### src/hw/rtl/lsts_pkg.sv
package lsts_pkg;

	localparam int unsigned LOGIT_W  = 16;
	localparam int unsigned TARGET_W = 18;
	localparam int unsigned VOCAB_W  = 19;
	localparam int unsigned PROB_W   = 18;
	localparam int unsigned SUM_W    = 40;
	localparam int unsigned LN_W     = 14;

	localparam logic [16:0] LOG2E_Q16 = 17'd94548;
	localparam logic [15:0] LN2_Q16   = 16'd45426;
	localparam longint unsigned LN2_Q32 = 64'd2977044472;

	typedef struct packed {
		logic load;
		logic pass_rd;
		logic tgt_rd;
		logic tgt_cap;
		logic norm_start;
		logic norm_step;
		logic ln_rom;
		logic ln_mul;
		logic out_load;
	} cmd_t;

	typedef struct packed {
		logic last;
		logic rd_last;
		logic pipe_empty;
		logic norm_done;
		logic out_full;
	} stat_t;

	function automatic longint unsigned div_small(longint unsigned v, int k);
		longint unsigned q;
		case (k)
			1: q = v / 1;
			2: q = v / 2;
			3: q = v / 3;
			4: q = v / 4;
			5: q = v / 5;
			6: q = v / 6;
			7: q = v / 7;
			8: q = v / 8;
			9: q = v / 9;
			10: q = v / 10;
			11: q = v / 11;
			12: q = v / 12;
			13: q = v / 13;
			14: q = v / 14;
			15: q = v / 15;
			16: q = v / 16;
			17: q = v / 17;
			18: q = v / 18;
			19: q = v / 19;
			20: q = v / 20;
			21: q = v / 21;
			22: q = v / 22;
			23: q = v / 23;
			default: q = v / 24;
		endcase
		return q;
	endfunction

	// 2^(-i/2^tb) in q.16, series for exp in q32
	function automatic longint unsigned exp_entry(int i, int tb);
		longint unsigned y;
		longint unsigned sum;
		longint unsigned term;
		longint unsigned tsize;
		tsize = longint'(1) << tb;
		y = (LN2_Q32 * (tsize - longint'(i))) >> tb;
		sum = longint'(1) << 32;
		term = longint'(1) << 32;
		for (int k = 1; k <= 24; k++) begin
			term = div_small((term * y) >> 32, k);
			sum = sum + term;
		end
		return (sum + (longint'(1) << 16)) >> 17;
	endfunction

	// log2(1 + i/2^tb) in q.16 by repeated squaring
	function automatic longint unsigned log_entry(int i, int tb);
		longint unsigned x;
		longint unsigned r;
		x = ((longint'(1) << tb) + longint'(i)) << (30 - tb);
		r = 0;
		for (int b = 15; b >= 0; b--) begin
			x = (x * x) >> 30;
			if (x >= (longint'(1) << 31)) begin
				x = x >> 1;
				r = r | (longint'(1) << b);
			end
		end
		return r;
	endfunction

endpackage

### src/hw/rtl/lsts_ctrl.sv
module lsts_ctrl (
	input  logic            clk,
	input  logic            arst_n,
	input  logic            in_valid,
	output logic            in_ready,
	input  lsts_pkg::stat_t st,
	output lsts_pkg::cmd_t  cmd
);
	import lsts_pkg::*;

	localparam logic [2:0] S_LOAD  = 3'd0;
	localparam logic [2:0] S_PASS  = 3'd1;
	localparam logic [2:0] S_DRAIN = 3'd2;
	localparam logic [2:0] S_TGT   = 3'd3;
	localparam logic [2:0] S_NORM  = 3'd4;
	localparam logic [2:0] S_LNM   = 3'd5;
	localparam logic [2:0] S_FIN   = 3'd6;

	logic [2:0] state_q;
	logic [2:0] state_d;

	assign in_ready = (state_q == S_LOAD);

	always_comb begin
		cmd = '0;
		state_d = state_q;
		unique case (state_q)
			S_LOAD: begin
				if (in_valid) begin
					cmd.load = 1'b1;
					if (st.last) begin
						state_d = S_PASS;
					end
				end
			end
			S_PASS: begin
				cmd.pass_rd = 1'b1;
				if (st.rd_last) begin
					state_d = S_DRAIN;
				end
			end
			S_DRAIN: begin
				if (st.pipe_empty) begin
					cmd.tgt_rd = 1'b1;
					state_d = S_TGT;
				end
			end
			S_TGT: begin
				cmd.tgt_cap = 1'b1;
				cmd.norm_start = 1'b1;
				state_d = S_NORM;
			end
			S_NORM: begin
				if (st.norm_done) begin
					cmd.ln_rom = 1'b1;
					state_d = S_LNM;
				end else begin
					cmd.norm_step = 1'b1;
				end
			end
			S_LNM: begin
				cmd.ln_mul = 1'b1;
				state_d = S_FIN;
			end
			S_FIN: begin
				if (!st.out_full) begin
					cmd.out_load = 1'b1;
					state_d = S_LOAD;
				end
			end
			default: begin
				state_d = S_LOAD;
			end
		endcase
	end

	always_ff @(posedge clk or negedge arst_n) begin
		if (!arst_n) begin
			state_q <= S_LOAD;
		end else begin
			state_q <= state_d;
		end
	end

	a_out_load_free: assert property (@(posedge clk) disable iff (!arst_n)
		cmd.out_load |-> !st.out_full) else $error("result loaded over a full output");
	a_norm_bound: assert property (@(posedge clk) disable iff (!arst_n)
		cmd.norm_step |-> !st.norm_done) else $error("normalize past leading one");
	a_load_quiet: assert property (@(posedge clk) disable iff (!arst_n)
		(state_q == S_LOAD) |-> (!cmd.pass_rd && !cmd.norm_step && !cmd.tgt_rd))
		else $error("second pass activity while loading");
	a_tgt_after_drain: assert property (@(posedge clk) disable iff (!arst_n)
		cmd.tgt_rd |=> (state_q == S_TGT)) else $error("target read out of sequence");

endmodule

### config.mk
export PLATFORM = sky130hd
export DESIGN_NAME = lsts_ctrl
export DESIGN_NICKNAME = d
export VERILOG_FILES = /design/src/hw/rtl/lsts_pkg.sv /design/src/hw/rtl/lsts_ctrl.sv
export SDC_FILE = /design/constraint.sdc
export NUM_CORES = 1
export LEC_CHECK = 0
export ABC_AREA = 1
export BUFFER_PORTS_ARGS = -buffer_cell sky130_fd_sc_hd__clkbuf_2
export CORE_AREA = 3 3 40 42
export DETAILED_ROUTE_END_ITERATION = 6
export DIE_AREA = 0 0 43 45
export PLACE_DENSITY_LB_ADDON = 0.3
export REMOVE_ABC_BUFFERS = 1
export SLEW_MARGIN = 10
export SYNTH_ARGS = -nofsm -noshare
export SYNTH_HDL_FRONTEND = slang
export SYNTH_SLANG_ARGS = --single-unit
### constraint.sdc
create_clock -name clk -period 1.4 [get_ports clk]
set_input_delay 0.42 -clock clk [delete_from_list [all_inputs] [get_ports clk]]
set_output_delay 0.42 -clock clk [all_outputs]
set_load 0.005 [all_outputs]
==> out/qor.yml, run 1 <==
die_w_um: 43
htreeDepth: 1
cts_tree: "built"
ys_warn_count: 0
dp.cells: 83
num_vias: 404
syn_to_final_growth_pct: 68.17
floorplan.initialDensity_pct: 26.00
clk_latency_ns: 0.23
first_iter_violations: 2
postSynthAreaPerCell_um2: 6.424
grt_use_met3_pct: 0.3984
largest_register_ffs: 3
port_buffers: 17
clk_pin_slew_ns: 0.03
n_fill_cell: 149
crit_slowest_cell: "dfrtp_2"
fin_crit_sh_pct: 110.4
diodes: 0
max-slew-margin-rel_pct: 85.66
grt.total_usage_pct: 9.683
ir_drop_uv: 688.1
cp_top_family: "flip-flops"
reg.largest.list: "state_q: 3 flops"
vias_per_cell: 4.253
die_area_um2: 1935
leakage_nw: 0.3353
critPathBufInv: 1
cts_sinks: 3
maxSlewViolCount: 0
antenna_found_initial: 0
use_met2_pct: 16.77
finalWirelength_um: 863
worst_pin_slew_ns: 0.2132
grt-ovfl-total: 0
syn_area_um2: 334.1
drc: 0
max_freq_ghz: 0.6468
power_mw: 1.150
grt_first_pass_wirelength_mm: 1.421
grt_max_degree: 10
stdcell_count: 95
path_cells: "nor4_1 -> clkbuf_2"
dp_slack_ns: -0.001200
dp_hpwl_um: 621.5
end_kind: "primary output"
critical-path-max-stage-delay_ns: 0.47
synth-seq-cells: 3
fin_skew_ns: 0.0009120
synthCells: 52
ys_types: 16
violations: "setup timing"
rsz0062_at_grt: "yes"
synth-seq-area-share_pct: 22.47
critical_path_class: "reg -> out"
drive_above_1_share_pct: 61.25
final_nets: 89
fin_area_um2: 561.8
first_pass_iters: 3
holdCritPathClass: "in -> reg"
ioPinCount: 18
grt_pass1_vias: 389
coreArea_um2: 1285
post-route-min-period_ns: 1.546
startpoint_type: "register"
power_density_nw_per_um2: 2047
ant_nets: 0
grt_use_met1_pct: 11.41
tns_ns: -1.239
path_max_fanout: 6
finalWorstSetupSlack_ns: -0.1461
cp.required_ns: 0.98
finalHoldViolCount: 0
outcome: "finished, violations left"
clockBufferDepth: 2
wl_per_cell_um: 9.084
largest-register: "state_q"
die_y_um: 45
maxCapViolations: 0
place.gp.congestion: 0.7776
cts_made_buffers: 3
postPlaceCellArea_um2: 422.9
grt_busiest_layer: "met2"
cp.arrival_ns: 1.13
setup_viol_count_final: 10
rows: 13
clockRootBuffer: "clkbuf_4"
==> layout by cell type (no fill, tap or decap) <==
cell type and count:
clkbuf_2 14, nand2_1 9, inv_1 9, buf_4 8
nor2_4 5, nand3_1 5, nand2_2 4, clkbuf_4 3
buf_2 3, inv_2 2, nor2_2 2, nand3_2 2
dfrtp_2 2, nand2_4 1, inv_4 1, nor4_1 1
nor4_2 1, nor2_1 1, nand4_1 1, a21oi_1 1
o21bai_1 1, clkbuf_1 1, dlygate4sd3_1 1, buf_6 1
dfrtp_1 1
==> area by class of cell <==
| cell class | count | area [um2] | share of cell area, % |
|---|---|---|---|
| multi-input combinational | 34 | 225.2 | 40.09 |
| tap | 15 | 18.77 | 3.341 |
| sequential | 3 | 77.57 | 13.81 |
| inverter | 12 | 47.55 | 8.463 |
| timing repair buffer | 27 | 166.4 | 29.62 |
| clock buffer | 4 | 26.28 | 4.677 |
==> per-layer routing <==
| layer | routed length [um] | vias up |
|---|---|---|
| met4 | 0 | 0 |
| li1 | - | 214 |
| met1 | 379 | 178 |
| met5 | 0 | - |
| met2 | 431 | 12 |
| met3 | 53 | 0 |
==> path summary, 6_finish.rpt <==
kind | start | endpoint | slack, ns | depth (start not counted)
worst max-delay path | state_q[0] | cmd[2] | -0.15 | 2
worst min-delay path | st[3] | state_q[0] | 0.47 | 4
worst max register to register | state_q[0] | state_q[1] | 0.11 | 9
worst min register to register | state_q[2] | state_q[0] | 0.72 | 4
max in group asynchronous | arst_n | state_q[0] | 0.76 | 2
min in group asynchronous | arst_n | state_q[1] | 0.52 | 2
==> per-stage QoR <==
stage,utilization (%),hold slack [ns]
2_1_floorplan,-,0.1244
3_3_place_gp,32.91,0.2193
3_5_place_dp,32.91,0.2188
4_1_cts,40.60,0.4593
5_1_grt,43.72,0.4969
6_report,43.72,0.4729
==> synth_stat cells (all sizes together) <==
cell type   n  area (um2)
inv        12       45.04
o21bai      1       7.510
buf         3       30.03
nand2      14       57.55
nor2        8       55.05
a21oi       1       5.000
dfrtp       3       75.07
nand4       1       6.260
nand3       7       40.04
nor4        2       12.51
==> logic make-up (layout without fill, tap and decap cells) <==
group	count (synthesis)	count (layout)	share of synthesized area, %
compound gates	2	2	3.745
buf+inv	15	43	22.47
flops	3	3	22.47
simple gates	32	32	51.31
==> what timing repair did <==
item                                    4_1_cts  5_1_grt
hold buffers                                  1        0
endpoints found under the setup margin       10       10
pin swaps                                     4        4
hold endpoints to repair                      3        0
buffers inserted                              5        2
resized for setup                             9       10
==> worst min-delay path, cell delays in order <==
cell,delay [ns]
clkbuf_2,0.10
nor2_4,0.05
inv_1,0.05
nand2_1,0.05
==> report_power, final <==
group | leakage [nW] | switching [mW] | internal [mW]
clock network | 0.0150 | 0.0413 | 0.107
registers | 0.0356 | 0.0880 | 0.133
logic | 0.285 | 0.402 | 0.380
Note: power is estimated with default switching activity, not from simulation.
==> inputs of run 2 (changes only) <==
--- a/config.mk
+++ b/config.mk
@@ -7,10 +7,11 @@
 export LEC_CHECK = 0
 export ABC_AREA = 1
 export BUFFER_PORTS_ARGS = -buffer_cell sky130_fd_sc_hd__clkbuf_2
-export CORE_AREA = 3 3 40 42
+export CORE_AREA = 10 10 47 49
 export DETAILED_ROUTE_END_ITERATION = 6
-export DIE_AREA = 0 0 43 45
+export DIE_AREA = 0 0 57 59
 export PLACE_DENSITY_LB_ADDON = 0.3
+export RECOVER_POWER = 100
 export REMOVE_ABC_BUFFERS = 1
 export SLEW_MARGIN = 10
 export SYNTH_ARGS = -nofsm -noshare
==> out/qor.yml, run 2 (same netlist as run 1, synthesis figures left out) <==
outcome: "finished, violations left"
violations: "setup timing"
critical_path_class: "reg -> out"
grt_first_pass_wirelength_mm: 1.683  # +18%
die_area_um2: 3363  # +74%
postPlaceCellArea_um2: 424.2  # +0.30%
antenna_found_initial: 0  # unchanged
crit_slowest_cell: "dfrtp_2"
layout_common_cells: "clkbuf_2 (12), nand2_1 (11), inv_1 (9)"
diodes: 0  # unchanged
max_freq_ghz: 0.6480  # +0.19%
maxCapViolations: 0  # unchanged
leakage_nw: 0.3028  # -9.7%
fin_skew_ns: 0.001035  # +0.0001229 ns
grt.total_usage_pct: 6.226  # -3.5 points
path_max_fanout: 8  # +2
largest-register: "state_q"
drive_above_1_share_pct: 53.95  # -7.3 points
grt_pass1_vias: 424  # +9.0%
finalHoldViolCount: 0  # unchanged
ir_drop_uv: 792.2  # +15%
power_density_nw_per_um2: 1971  # -3.7%
cp.required_ns: 0.98  # about the same
syn_to_final_growth_pct: 52.43
fin_area_um2: 509.2  # -9.4%
r2r_slack_ns: 0.03  # -0.08 ns
die_w_um: 57  # +33%
place.gp.congestion: 0.7257  # -6.7%
reg.largest.list: "state_q: 3 flops"
largest_register_ffs: 3  # unchanged
port_buffers: 17  # unchanged
final_nets: 85  # -4.5%
startpoint_type: "register"
critical-path-max-stage-delay_ns: 0.48  # about the same
fin_util_pct: 36.34  # -7.4 points
holdPathEnd: "state_q[0]"
cp.arrival_ns: 1.12  # about the same
clk_latency_ns: 0.23  # about the same
worst_pin_slew_ns: 0.2299  # +0.01665 ns
layout_commonest_cell: "clkbuf_2"
drc: 0  # unchanged
ioPinCount: 18  # unchanged
min-delay-start: "st[3]"
cts_sinks: 3  # unchanged
finalWirelength_um: 999  # +16%
rsz0062_at_grt: "yes"
reg2reg_from: "state_q[1]"
num_vias: 381  # -5.7%
power_mw: 1.004  # -13%
first_iter_violations: 5  # +3
clockBufferDepth: 2  # unchanged
cts_made_buffers: 3  # unchanged
vias_per_cell: 4.141  # -2.6%
path_cells: "nor4_2 -> buf_2"
htreeDepth: 1  # unchanged
grt_max_degree: 10  # unchanged
setup_viol_count_final: 10  # unchanged
cts_tree: "built"
cp_top_family: "flip-flops"
holdCritPathClass: "in -> reg"
reg2regPathDepth: 8  # -1
r2r_end: "state_q[1]"
max-slew-margin-rel_pct: 84.68  # -0.98 points
grt-ovfl-total: 0  # unchanged
floorplan.initialDensity_pct: 23.84  # -2.2 points
ant_nets: 0  # unchanged
min_path_cells: 4  # unchanged
first_pass_iters: 4  # +1
critPathBufInv: 1  # unchanged
post-route-min-period_ns: 1.543  # -0.002940 ns
finalWorstSetupSlack_ns: -0.1432  # +0.002940 ns
wl_per_cell_um: 10.86  # +20%
die_y_um: 59  # +31%
maxSlewViolCount: 0  # unchanged
clockRootBuffer: "clkbuf_4"
clk_pin_slew_ns: 0.04  # about the same
coreArea_um2: 1401  # +9.1%
dp_hpwl_um: 731.1  # +18%
rows: 14  # +1
end_kind: "primary output"
fin_crit_sh_pct: 110.2  # -0.21 points
n_fill_cell: 172  # +15%
-- run 2: changes by cell type in the layout (fill, tap and decap cells not counted), moves of 2 or more --
| cell | before | now |
|---|---|---|
| nor2_1 | 1 | 3 |
| clkbuf_2 | 14 | 12 |
| nand2_1 | 9 | 11 |
| buf_4 | 8 | 5 |
| nor2_4 | 5 | 3 |
-- run 2: tightest hold or removal path, delay by kind of cell --
family / cells / cell delay (ns)
buffers and inverters: 2 / 0.14
AND/OR/NAND/NOR: 2 / 0.09
-- run 2: worst max-delay path by stage --
stage	endpoint	slack (ns)	cells past startpoint	start
after global placement	cmd[0]	-0.03	2	state_q[0]
after detailed placement	cmd[0]	-0.006	2	state_q[0]
after CTS	cmd[0]	-0.18	2	state_q[0]
after floorplan	cmd[6]	0.16	4	state_q[1]
after global routing	cmd[8]	-0.23	4	state_q[0]
final	cmd[0]	-0.14	2	state_q[0]
-- run 2: timing repair --
| item | 4_1_cts | 5_1_grt |
|---|---|---|
| resized for setup | 7 | 6 |
| hold buffers | 1 | 0 |
| pin swaps | 1 | 3 |
| endpoints found under the setup margin | 10 | 11 |
| buffers inserted | 3 | 0 |
| hold endpoints to repair | 3 | 0 |
-- run 2: per-layer routing --
layer  global-route usage [%]  routed length (um)
met5                        0                   0
met2                    10.54                 536
met4                    4.027                   0
met1                    6.064                 388
met3                    2.790                  73
-- run 2: through the flow --
step                       TNS (ns)  setup slack (ns)  hold slack, ns  cells
after CTS                    -1.381           -0.1810          0.4634     92
after global routing         -2.133           -0.2296          0.4760     92
after detailed placement  -0.006342         -0.006342          0.2195     84
after floorplan                   0            0.1600          0.1244     49
final                        -1.201           -0.1432          0.4627     92
after global placement     -0.02631          -0.02515          0.2208     84
-- run 2: power breakdown --
| part | switching (mW) | internal [mW] |
|---|---|---|
| Sequential | 0.0958 | 0.133 |
| Clock | 0.0432 | 0.107 |
| Combinational | 0.348 | 0.278 |
-- run 2: layout make-up --
| cell class | count | area (um2) | share of cell area (%) |
|---|---|---|---|
| tap | 16 | 20.02 | 3.931 |
| sequential | 3 | 77.57 | 15.23 |
| clock buffer | 4 | 26.28 | 5.160 |
| inverter | 12 | 47.55 | 9.337 |
| timing repair buffer | 23 | 131.4 | 25.80 |
| multi-input combinational | 34 | 206.4 | 40.54 |
